[config.mk]
export PLATFORM = sky130hd
export DESIGN_NAME = stream_packet_seq_resync
export DESIGN_NICKNAME = d
export VERILOG_FILES = /design/src/rtl/core/spsr_pkg.sv /design/src/rtl/core/spsr_eval.sv /design/src/rtl/core/stream_packet_seq_resync.sv
export SDC_FILE = /design/constraint.sdc
export NUM_CORES = 1
export LEC_CHECK = 0
export BUFFER_PORTS_ARGS = -buffer_cell sky130_fd_sc_hd__buf_2
export CORE_MARGIN = 2
export CORE_UTILIZATION = 45
export CTS_CLUSTER_SIZE = 8
export DETAILED_ROUTE_END_ITERATION = 7
export PLACE_DENSITY = 0.66
export REMOVE_ABC_BUFFERS = 1
export SLEW_MARGIN = 40
export SYNTH_ARGS = -nofsm -noshare
export SYNTH_HDL_FRONTEND = slang
export SYNTH_SLANG_ARGS = --single-unit
[constraint.sdc]
create_clock -name clk -period 16.8 [get_ports clk]
set_input_delay 0.84 -clock clk [delete_from_list [all_inputs] [get_ports clk]]
set_output_delay 0.84 -clock clk [all_outputs]
set_load 0.02 [all_outputs]
[src/rtl/core/spsr_pkg.sv]
// ----------------------------------------------------------------------------
// spsr_pkg: shared types and constants of the packet sequence resync block
// Holds the verdict codes, header constants, register indexes and the
// structs that pass an item, its result and the tracking state between files.
// ----------------------------------------------------------------------------
package spsr_pkg;

  // Header constants.
  localparam logic [15:0] HDR_BYTES     = 16'd16;
  localparam logic [15:0] NO_SYNC       = 16'hFFFF;
  localparam int unsigned FLAG_KEY_BIT  = 0;
  localparam int unsigned FLAG_EOS_BIT  = 1;

  // Register reset values.
  localparam logic [31:0] MAGIC_RESET   = 32'h4C425331;
  localparam logic [7:0]  VERSION_RESET = 8'd1;

  // Register indexes, taken from byte address bit 2.
  localparam logic REG_MAGIC   = 1'b0;
  localparam logic REG_VERSION = 1'b1;

  // Verdict codes.
  typedef enum logic [3:0] {
    VERDICT_FWD     = 4'd0,
    VERDICT_SHORT   = 4'd1,
    VERDICT_MAGIC   = 4'd2,
    VERDICT_VERSION = 4'd3,
    VERDICT_HDRSIZE = 4'd4,
    VERDICT_LEN     = 4'd5,
    VERDICT_OLD     = 4'd6,
    VERDICT_SKIP    = 4'd7,
    VERDICT_BADSYNC = 4'd8,
    VERDICT_EMPTY   = 4'd9
  } verdict_t;

  // One input item.
  typedef struct packed {
    logic [15:0] datagram_len;
    logic [31:0] magic_word;
    logic [7:0]  version_byte;
    logic [7:0]  flag_bits;
    logic [15:0] hdr_size;
    logic [31:0] packet_seq;
    logic [15:0] payload_len;
    logic [15:0] resync_pos;
  } spsr_item_t;

  // One result item.
  typedef struct packed {
    verdict_t    verdict;
    logic [15:0] chunk_start;
    logic [15:0] chunk_len;
    logic [31:0] lost_now;
    logic [31:0] packet_count;
    logic [31:0] lost_count;
    logic [31:0] chunk_count;
    logic        awaiting_keyframe;
  } spsr_result_t;

  // Sequence tracking state and counters.
  typedef struct packed {
    logic        seq_known;
    logic [31:0] next_seq;
    logic        waiting_sync;
    logic [31:0] packets_total;
    logic [31:0] packets_lost;
    logic [31:0] chunks_total;
  } spsr_state_t;

  // Saturating 32-bit add.
  function automatic logic [31:0] sat_add32(input logic [31:0] a, input logic [31:0] b);
    logic [32:0] sum;
    sum = {1'b0, a} + {1'b0, b};
    return sum[32] ? 32'hFFFF_FFFF : sum[31:0];
  endfunction

endpackage

[src/rtl/core/spsr_eval.sv]
// ----------------------------------------------------------------------------
// spsr_eval: header check and sequence decision for one item
// Combinational: validates the header, compares the sequence number with the
// expected one, picks the verdict and payload slice and forms the next state.
// ----------------------------------------------------------------------------
module spsr_eval
  import spsr_pkg::*;
(
  input  spsr_item_t   item,
  input  logic [31:0]  exp_magic,
  input  logic [7:0]   exp_version,
  input  spsr_state_t  st,
  output spsr_result_t res,
  output spsr_state_t  st_nxt
);

  logic        len_short;
  logic [15:0] room;
  logic        hdr_ok;
  logic [31:0] ref_seq;
  logic [32:0] diff;
  logic        is_old;
  logic        is_gap;
  logic [31:0] lost;
  logic        wait_eff;
  logic [15:0] off;
  logic        key;
  logic        eos;
  logic        off_bad;
  verdict_t    seq_verdict;
  verdict_t    verdict;

  // Header checks in their fixed order.
  assign len_short = item.datagram_len < HDR_BYTES;
  assign room      = item.datagram_len - HDR_BYTES;

  always_comb begin
    hdr_ok = 1'b0;
    if (len_short) begin
      verdict = VERDICT_SHORT;
    end else if (item.magic_word != exp_magic) begin
      verdict = VERDICT_MAGIC;
    end else if (item.version_byte != exp_version) begin
      verdict = VERDICT_VERSION;
    end else if (item.hdr_size != HDR_BYTES) begin
      verdict = VERDICT_HDRSIZE;
    end else if (item.payload_len > room) begin
      verdict = VERDICT_LEN;
    end else begin
      verdict = seq_verdict;
      hdr_ok  = 1'b1;
    end
  end

  // The first valid packet sets the expected sequence to its own number.
  assign ref_seq  = st.seq_known ? st.next_seq : item.packet_seq;
  assign diff     = {1'b0, item.packet_seq} - {1'b0, ref_seq};
  assign is_old   = diff[32];
  assign is_gap   = !is_old && (diff[31:0] != 32'd0);
  assign lost     = is_gap ? diff[31:0] : 32'd0;
  assign wait_eff = !st.seq_known || st.waiting_sync || is_gap;

  assign off     = (item.resync_pos == NO_SYNC) ? 16'd0 : item.resync_pos;
  assign key     = item.flag_bits[FLAG_KEY_BIT];
  assign eos     = item.flag_bits[FLAG_EOS_BIT];
  assign off_bad = off >= item.payload_len;

  // Sequence verdict for a packet whose header passed.
  always_comb begin
    if (is_old) begin
      seq_verdict = VERDICT_OLD;
    end else if (wait_eff && !key) begin
      seq_verdict = VERDICT_SKIP;
    end else if (wait_eff && off_bad) begin
      seq_verdict = VERDICT_BADSYNC;
    end else if (!wait_eff && (item.payload_len == 16'd0)) begin
      seq_verdict = VERDICT_EMPTY;
    end else begin
      seq_verdict = VERDICT_FWD;
    end
  end

  // Next tracking state; a rejected header leaves everything untouched.
  always_comb begin
    st_nxt = st;
    if (hdr_ok) begin
      st_nxt.packets_total = sat_add32(st.packets_total, 32'd1);
      st_nxt.seq_known     = 1'b1;
      if (!is_old) begin
        st_nxt.next_seq     = item.packet_seq + 32'd1;
        st_nxt.packets_lost = sat_add32(st.packets_lost, lost);
        if (seq_verdict == VERDICT_FWD) begin
          st_nxt.chunks_total = sat_add32(st.chunks_total, 32'd1);
        end
        if ((seq_verdict == VERDICT_SKIP) || (seq_verdict == VERDICT_BADSYNC)) begin
          st_nxt.waiting_sync = 1'b1;
        end else if (wait_eff) begin
          st_nxt.waiting_sync = eos;
        end else begin
          st_nxt.waiting_sync = eos;
        end
      end
    end
  end

  // Result fields, counters taken after the update.
  always_comb begin
    res.verdict           = verdict;
    res.chunk_start       = 16'd0;
    res.chunk_len         = 16'd0;
    res.lost_now          = hdr_ok ? lost : 32'd0;
    res.packet_count      = st_nxt.packets_total;
    res.lost_count        = st_nxt.packets_lost;
    res.chunk_count       = st_nxt.chunks_total;
    res.awaiting_keyframe = st_nxt.waiting_sync;
    if (verdict == VERDICT_FWD) begin
      res.chunk_start = wait_eff ? off : 16'd0;
      res.chunk_len   = wait_eff ? (item.payload_len - off) : item.payload_len;
    end
  end

endmodule

[src/rtl/core/stream_packet_seq_resync.sv]
// ----------------------------------------------------------------------------
// stream_packet_seq_resync: datagram header check and sequence resync
// Top level with the input register, result register, tracking state and
// the APB-style register port.
// ----------------------------------------------------------------------------
// The block accepts one datagram item in every cycle while the result channel
// does not stall, and returns one result item for each. An accepted item is
// held in the input register until the result register is free, then its
// result passes through the single-pass decision logic into the result
// register and is offered; the tracking state is updated at that edge so the
// next item sees it. A stalled result holds in the result register while one
// more item waits in the input register. No clearing pass follows reset.
module stream_packet_seq_resync
  import spsr_pkg::*;
(
  input  logic        clk,
  input  logic        rst_n,
  // Input channel.
  input  logic        in_valid,
  output logic        in_stall,
  input  logic [15:0] in_datagram_len,
  input  logic [31:0] in_magic_word,
  input  logic [7:0]  in_version_byte,
  input  logic [7:0]  in_flag_bits,
  input  logic [15:0] in_hdr_size,
  input  logic [31:0] in_packet_seq,
  input  logic [15:0] in_payload_len,
  input  logic [15:0] in_resync_pos,
  // Result channel.
  output logic        out_valid,
  input  logic        out_stall,
  output logic [3:0]  out_verdict,
  output logic [15:0] out_chunk_start,
  output logic [15:0] out_chunk_len,
  output logic [31:0] out_lost_now,
  output logic [31:0] out_packet_count,
  output logic [31:0] out_lost_count,
  output logic [31:0] out_chunk_count,
  output logic        out_awaiting_keyframe,
  // Register port.
  input  logic        psel,
  input  logic        penable,
  input  logic        pwrite,
  input  logic [2:0]  paddr,
  input  logic [31:0] pwdata,
  output logic [31:0] prdata,
  output logic        pready
);

  logic         in_valid_r, in_valid_nxt;
  spsr_item_t   item_r;
  logic         out_valid_r, out_valid_nxt;
  spsr_result_t res_r;
  spsr_result_t res;
  spsr_state_t  st_r, st_nxt;
  logic [31:0]  magic_r;
  logic [7:0]   version_r;
  logic         advance;
  logic         in_take;
  logic         cfg_wr;

  // Handshake: the result register frees when empty or taken.
  assign advance  = !out_valid_r || !out_stall;
  assign in_stall = in_valid_r && !advance;
  assign in_take  = in_valid && !in_stall;

  assign in_valid_nxt  = in_take ? 1'b1 : (advance ? 1'b0 : in_valid_r);
  assign out_valid_nxt = advance ? in_valid_r : out_valid_r;

  // Register port: always ready, index from address bit 2.
  assign pready = 1'b1;
  assign cfg_wr = psel && penable && pwrite;

  always_comb begin
    case (paddr[2])
      REG_MAGIC:   prdata = magic_r;
      REG_VERSION: prdata = {24'd0, version_r};
      default:     prdata = 32'd0;
    endcase
  end

  always_ff @(posedge clk) begin
    if (!rst_n) begin
      magic_r   <= MAGIC_RESET;
      version_r <= VERSION_RESET;
    end else if (cfg_wr) begin
      case (paddr[2])
        REG_MAGIC:   magic_r   <= pwdata;
        REG_VERSION: version_r <= pwdata[7:0];
        default:     magic_r   <= magic_r;
      endcase
    end
  end

  // Decision logic between input and result registers.
  spsr_eval u_eval (
    .item        (item_r),
    .exp_magic   (magic_r),
    .exp_version (version_r),
    .st          (st_r),
    .res         (res),
    .st_nxt      (st_nxt)
  );

  // Control and tracking state.
  always_ff @(posedge clk) begin
    if (!rst_n) begin
      in_valid_r         <= 1'b0;
      out_valid_r        <= 1'b0;
      st_r.seq_known     <= 1'b0;
      st_r.next_seq      <= 32'd0;
      st_r.waiting_sync  <= 1'b1;
      st_r.packets_total <= 32'd0;
      st_r.packets_lost  <= 32'd0;
      st_r.chunks_total  <= 32'd0;
    end else begin
      in_valid_r  <= in_valid_nxt;
      out_valid_r <= out_valid_nxt;
      if (in_valid_r && advance) begin
        st_r <= st_nxt;
      end
    end
  end

  // Payload registers.
  always_ff @(posedge clk) begin
    if (in_take) begin
      item_r.datagram_len <= in_datagram_len;
      item_r.magic_word   <= in_magic_word;
      item_r.version_byte <= in_version_byte;
      item_r.flag_bits    <= in_flag_bits;
      item_r.hdr_size     <= in_hdr_size;
      item_r.packet_seq   <= in_packet_seq;
      item_r.payload_len  <= in_payload_len;
      item_r.resync_pos   <= in_resync_pos;
    end
    if (in_valid_r && advance) begin
      res_r <= res;
    end
  end

  assign out_valid             = out_valid_r;
  assign out_verdict           = res_r.verdict;
  assign out_chunk_start       = res_r.chunk_start;
  assign out_chunk_len         = res_r.chunk_len;
  assign out_lost_now          = res_r.lost_now;
  assign out_packet_count      = res_r.packet_count;
  assign out_lost_count        = res_r.lost_count;
  assign out_chunk_count       = res_r.chunk_count;
  assign out_awaiting_keyframe = res_r.awaiting_keyframe;

`ifndef SYNTHESIS
  // Only a forwarded item carries a payload slice.
  a_slice_only_fwd: assert property (@(posedge clk) disable iff (!rst_n)
    out_valid_r && (res_r.verdict != VERDICT_FWD) |-> (res_r.chunk_len == 16'd0))
    else $error("payload slice on an item that was not forwarded");

  // A forwarded item always leaves a nonzero chunk count.
  a_fwd_counted: assert property (@(posedge clk) disable iff (!rst_n)
    out_valid_r && (res_r.verdict == VERDICT_FWD) |-> (res_r.chunk_count != 32'd0))
    else $error("forwarded item without a chunk count");

  // The packet counter never goes backward.
  a_pkt_monotonic: assert property (@(posedge clk) disable iff (!rst_n)
    $past(rst_n) |-> (st_r.packets_total >= $past(st_r.packets_total)))
    else $error("packet counter decreased");

  // The input side stalls only while an item waits in the input register.
  a_stall_held: assert property (@(posedge clk) disable iff (!rst_n)
    in_stall |-> in_valid_r && out_valid_r)
    else $error("input stalled with nothing waiting");
`endif

endmodule

======== Yosys cells after proc, flatten, opt, wreduce, memory -nomap -nowiden ========
Index checks and enable logic that the tools add are counted.
storage, ports and cells
  register bits after elaboration ......... 475
  output and inout port bits .............. 200
  logic and storage cells ................. 104
operators by class
  add/subtract/negate cells ............... 7
  magnitude comparators ................... 3
  equal/unequal tests ..................... 6
  mux-type cells .......................... 29
  bitwise logic cells ..................... 2
  reductions and logical operators ........ 31
operators by type and width
  cell                                                  number
  2-to-1 mux 32 bit                                     6
  2-to-1 mux 97 bit                                     1
  adder 32 x 1 -> 33 bit (second input constant)        2
  2-to-1 mux 64 bit                                     1
  one-hot mux 32 bit (2 select lines)                   1
  2-to-1 mux 4 bit                                      9
  adder 32 x 32 -> 33 bit                               1
  subtractor 32 x 32 -> 33 bit                          1
  adder 32 x 1 -> 32 bit (second input constant)        1
  2-to-1 mux 16 bit                                     2
  != test 32 bit                                        1
  nonzero test 32 bit                                   1
  equality test 16 bit (second input constant)          1
  greater-or-equal comparator 16 bit                    1
  > comparator 16 bit                                   1
  zero test 16 bit                                      1
  < comparator 16 x 5 -> 1 bit (second input constant)  1
  != test 16 x 5 -> 1 bit (second input constant)       1
  subtractor 16 bit                                     1
  subtractor 16 x 5 -> 16 bit (second input constant)   1
  logical AND 1 bit                                     9
  2-to-1 mux 1 bit                                      9
  zero test 1 bit                                       8
  zero test 4 bit                                       2
  8 further kinds                                       15

======== Logic depth before layout (Yosys ltp) ========
  depth in word-level cells ............... 18
  mapped depth ............................ 30
  mapped depth without buffers ............ 25

======== Modules after synthesis ========
Synthesis repeated with hierarchy kept, for this count alone.
second synthesis, totals
  cell total of the unflattened synthesis .. 2746
  area, all modules ....................... 27292.4 um^2
by module, submodules not included
  module                    times used  cells an instance  area each (um^2)  seq. area each (um^2)
  stream_packet_seq_resync  1           1087               16512.1           12722.2
  spsr_eval                 1           1659               10780.3           0.0

======== Worst setup path before layout ========
Ideal clock, no wire load.
  kind .................................... input-to-reg
  from .................................... in out_stall
  to ...................................... reg item_r[0] in the netlist's numbering, enable pin
  library setup time ...................... 0.650 ns
  arrival ................................. 7.173 ns
  required time ........................... 16.150 ns
  path slack .............................. 8.977 ns
  stages on the path ...................... 2
  buffers on the path ..................... 0
  path through ............................ and3_1 -> nor2b_1
on the way
  longest elaborated chain between the ends .. 6
RTL lines
  item               RTL line                        RTL
  from (decl)        stream_packet_seq_resync.sv:31  input logic out_stall,
  zero test 1 bit    stream_packet_seq_resync.sv:63  assign advance = !out_valid_r || !out_stall;
  logical OR 1 bit   stream_packet_seq_resync.sv:63
  zero test 1 bit    stream_packet_seq_resync.sv:64  assign in_stall = in_valid_r && !advance;
  logical AND 1 bit  stream_packet_seq_resync.sv:64
  zero test 1 bit    stream_packet_seq_resync.sv:65  assign in_take = in_valid && !in_stall;
  logical AND 1 bit  stream_packet_seq_resync.sv:65
  via in_take        stream_packet_seq_resync.sv:59  logic in_take;
  to (decl)          stream_packet_seq_resync.sv:51  spsr_item_t item_r;
The timed path passes the listed nets, and every way through them passes these cells.
A chain may end at the register's enable or synchronous reset.

======== Final worst setup path ========
  from .................................... reg st_r[129] in the netlist's numbering
  to ...................................... reg st_r[58] in the netlist's numbering
on the way
  longest elaborated chain between the ends .. 9
  elaborated cells between the ends (all ways) .. 10
RTL lines
  item                                                    RTL line                         RTL
  from (decl)                                             stream_packet_seq_resync.sv:55   spsr_state_t st_r, st_nxt;
  from (signal assigned)                                  stream_packet_seq_resync.sv:120  st_r <= st_nxt;
  2-to-1 mux 32 bit *                                     spsr_eval.sv:56                  assign ref_seq = st.seq_known ? st.next_seq : item.packet_seq;
  subtractor 32 x 32 -> 33 bit *                          spsr_eval.sv:57                  assign diff = {1'b0, item.packet_seq} - {1'b0, ref_seq};
  nonzero test 32 bit or zero test 1 bit (tied branches)  spsr_eval.sv:59                  assign is_gap = !is_old && (diff[31:0] != 32'd0);
  logical AND 1 bit                                       spsr_eval.sv:59
  2-to-1 mux 32 bit *                                     spsr_eval.sv:60                  assign lost = is_gap ? diff[31:0] : 32'd0;
  via u_eval.lost[0]                                      spsr_eval.sv:24                  logic [31:0] lost;
  adder 32 x 32 -> 33 bit *                               spsr_pkg.sv:73                   sum = {1'b0, a} + {1'b0, b};
  2-to-1 mux 32 bit *                                     spsr_pkg.sv:74                   return sum[32] ? 32'hFFFF_FFFF : sum[31:0];
  2-to-1 mux 64 bit *                                     spsr_eval.sv:89                  if (!is_old) begin
  2-to-1 mux 97 bit *                                     spsr_eval.sv:86                  if (hdr_ok) begin
Mark *: on every way through the listed nets, which the timed path passes. The rest lies on a longest branch.

==> flow_metrics.env <==
export IMPL_result_of_the_run="completed"
export IMPL_io_pin_count=386
export IMPL_post_layout_nonfiller_instances=3607
export IMPL_timing_critical_path_slowest_stage_cell="a211o_1"
export IMPL_grt_pass1_vias=19100
export IMPL_setup_tns_ps=0
export IMPL_clock_fmax_mhz=124
export IMPL_ctsHoldBuffers=0
export IMPL_clock_skew_ps=22.2
export IMPL_maxCapViolations=0
export IMPL_initial_core_util_pct=45.3
export IMPL_power_density_cell_area_nw_per_um2=101
export IMPL_cp_end_kind="flop"
export IMPL_wl_per_cell_um=18.4
export IMPL_core_um2=54900
export IMPL_vias=20300
export IMPL_final_setup_worst_slack_ps=8730
export IMPL_cts_root_buf="clkbuf_16"
export IMPL_drt_pre_antenna_iters=6
export IMPL_reg2regPathDepth=27
export IMPL_whs_ps=409
export IMPL_place_gp_congestion=0.901
export IMPL_worst_r2r_startpoint="st_r[129]"
export IMPL_placed_cells_incl_taps=3482
export IMPL_final_routed_drc_violation_total=0
export IMPL_detail_route_antenna_nets=0
export IMPL_min_delay_path_class="primary input to flop"
export IMPL_power_report_internal_total_w=0.00220
export IMPL_seq_power_share_pct=44.3
export IMPL_synthesis_area_um2=24900
export IMPL_power_leakage_nw=11.5
export IMPL_grt_overflow_total=0
export IMPL_min_period_ps=8070
export IMPL_path_max_fanout=42
export IMPL_critPathKind="flop to flop"
export IMPL_postRouteWirelength_mm=66.5
export IMPL_clock_power_share_pct=43.9
export IMPL_timing_max_transition_violations_final=0
export IMPL_clkSlewWorstSetupHoldPaths_ps=50
export IMPL_ys_seq_area_share_pct=50.5
export IMPL_post_synth_cell_area_avg_um2=9.96
export IMPL_cts_tree="done"
export IMPL_die_area_um2=57100
export IMPL_cts_buffer_depth=3
export IMPL_power_total_w=0.00297
export IMPL_largest_net_degree_at_the_start_of_global_routing=132
export IMPL_flow_area_growth_from_synthesis_pct=18.6
export IMPL_grt_antenna_before_repair=4
export IMPL_layout_commonest_cell="buf_2"
export IMPL_syn_inst=2497
export IMPL_tritoncts_buffers=69
export IMPL_ys_async_sr_fraction_pct=0
export IMPL_min_delay_worst_endpoint="item_r[46]"
export IMPL_crit_path_start_kind="flop"
export IMPL_io_buffers=376
export IMPL_finalHoldViolations=0
export IMPL_layout_cells_most_common_list="376 x buf_2, 303 x edfxtp_1, 279 x nor2_1, 252 x nand2_1, 242 x a21oi_1"
export IMPL_vdd_ir_drop_max_uv=70.3
export IMPL_critical_path_arrival_ps=8530
export IMPL_yosys_register_bits=475
export IMPL_critical_path_required_ps=17260
export IMPL_die_height_um=239
export IMPL_grt_setup_unrepaired="no"
export IMPL_worst_r2r_endpoint="st_r[58]"
export IMPL_cpPeakStageDelay_ps=590
export IMPL_maxSlewHeadroom_pct=46.7
export IMPL_hpwlAfterDp_mm=46.7
export IMPL_cts_num_sinks=475
export IMPL_worstSkewPairLatency_ps=600
export IMPL_drive_above_1_share_pct=18.9
export IMPL_setup_violations=0
export IMPL_first_iter_violations=1646
export IMPL_final_net_count=3140
export IMPL_reg2reg_setup_slack_ps=8730
export IMPL_combPwrFrac_pct=11.8
export IMPL_cts_htree_levels=3
export IMPL_synth_edf_count=303
export IMPL_globalRouteTotalUtil_pct=22.9
export IMPL_post_place_ws_ps=8790
export IMPL_post_synth_num_cell_types=85
export IMPL_hold_path_start="in_packet_seq[14]"
export IMPL_min_path_cells=1
export IMPL_timing_final_crit_share_pct=48.0
export IMPL_tightest_slew_ps=800
export IMPL_cts_setup_buffers=0
export IMPL_synth_ff_type="edfxtp_1"
export IMPL_post_cts_resize_count=0
export IMPL_wire_length_of_the_first_global_routing_pass_mm=104
export IMPL_power_switching_w=0.000768
export IMPL_swShare_pct=25.9
export IMPL_die_w_um=239
export IMPL_rows=86
export IMPL_warnings_synthesis=0
export IMPL_avgViaCountPerCell=5.62
logic make-up (layout without fill, tap and decap cells):
group | Yosys count | in the layout | synth area share, %
AND/OR/NAND/NOR | 933 | 933 | 18.1
AO/OA/AOI/OAI | 586 | 586 | 14.7
buffers and inverters | 163 | 565 | 2.62
XOR/XNOR | 165 | 165 | 5.81
multiplexers | 69 | 69 | 2.90
flip-flops | 475 | 475 | 50.5
other | 1 | 5 | 0.0151
adder cells (fa/ha/maj) | 105 | 105 | 5.38
metrics by stage:
step	instance area, um^2	util (%)
finish	29500	53.7
global route	29500	53.7
CTS	29400	53.6
detailed placement	27400	49.9
global placement	27400	49.9
floorplan	24400	-
worst max path at each step:
stage / start / end / cells past startpoint
2_1_floorplan: st_r[129] / st_r[98] / 13
3_3_place_gp: st_r[129] / st_r[62] / 27
3_5_place_dp: st_r[129] / st_r[55] / 27
4_1_cts: st_r[129] / st_r[58] / 27
5_1_grt: st_r[129] / st_r[57] / 27
6_report: st_r[129] / st_r[58] / 27
registers in the layout, indices dropped and copies added, names as in the netlist, 4 cells and up:
name              count
item_r              138
st_r                130
magic_r              32
out_chunk_count      32
out_lost_count       32
out_lost_now         32
out_packet_count     32
out_chunk_len        16
out_chunk_start      16
version_r             8
out_verdict           4
synthesized netlist by cell type, drive strengths merged, types with 11 or more instances:
cell | n | area share, %
a21o | 28 | 0.85
nand2 | 254 | 3.8
mux2i | 54 | 2.2
inv | 44 | 0.66
a21oi | 244 | 4.9
o21a | 19 | 0.57
and4 | 21 | 0.74
o21bai | 12 | 0.36
and3 | 59 | 1.5
nor3 | 29 | 0.58
nor2 | 283 | 4.3
a31oi | 30 | 0.75
nor4 | 28 | 0.73
ha | 102 | 5.1
a211oi | 45 | 1.4
or4 | 11 | 0.33
and2 | 14 | 0.35
or2 | 14 | 0.35
dfxtp | 172 | 14
clkbuf | 87 | 1.3
buf | 32 | 0.64
nand4 | 53 | 1.4
nand3 | 71 | 1.4
xnor2 | 104 | 3.7
a311oi | 22 | 0.78
mux2 | 15 | 0.68
edfxtp | 303 | 37
o211ai | 11 | 0.33
o21ai | 112 | 2.3
xor2 | 61 | 2.1
nor2b | 54 | 1.4
per-layer routing:
metal | track usage [%] | part of all wire [%] | wire (um)
met4 | 8.28 | 2.7 | 1790
met3 | 3.55 | 5.6 | 3700
met2 | 37.1 | 47 | 31100
met5 | 0 | 0 | 0
met1 | 31.1 | 45 | 29900
power by group through the flow:
stage	clock, W	sequential (W)	combinational (W)
2_1_floorplan	0	0.00136	0.000208
3_3_place_gp	0	0.00134	0.000339
3_5_place_dp	0	0.00134	0.000346
4_1_cts	0.00133	0.00132	0.000348
5_1_grt	0.00138	0.00132	0.000386
6_report	0.00130	0.00132	0.000351
area by class of cell:
type | count | area, um^2
Clock inverter | 6 | 97.6
Fill cell | 4879 | 25400
Timing Repair Buffer | 400 | 2080
Tap cell | 704 | 881
Antenna cell | 4 | 10.0
Sequential cell | 475 | 12500
Multi-Input combinational cell | 1859 | 11800
Inverter | 44 | 183
Clock buffer | 115 | 1930
critical path, delay by kind of cell (launching register included):
kind                       cells  cell delay [ps]
buffers and inverters          3              910
DFF                            1              310
AOI/OAI and AO/OA             15             4280
and+or+nand+nor                5             1100
adders and majority gates      4             1240
No activity file was read; power rests on OpenSTA's default activity.
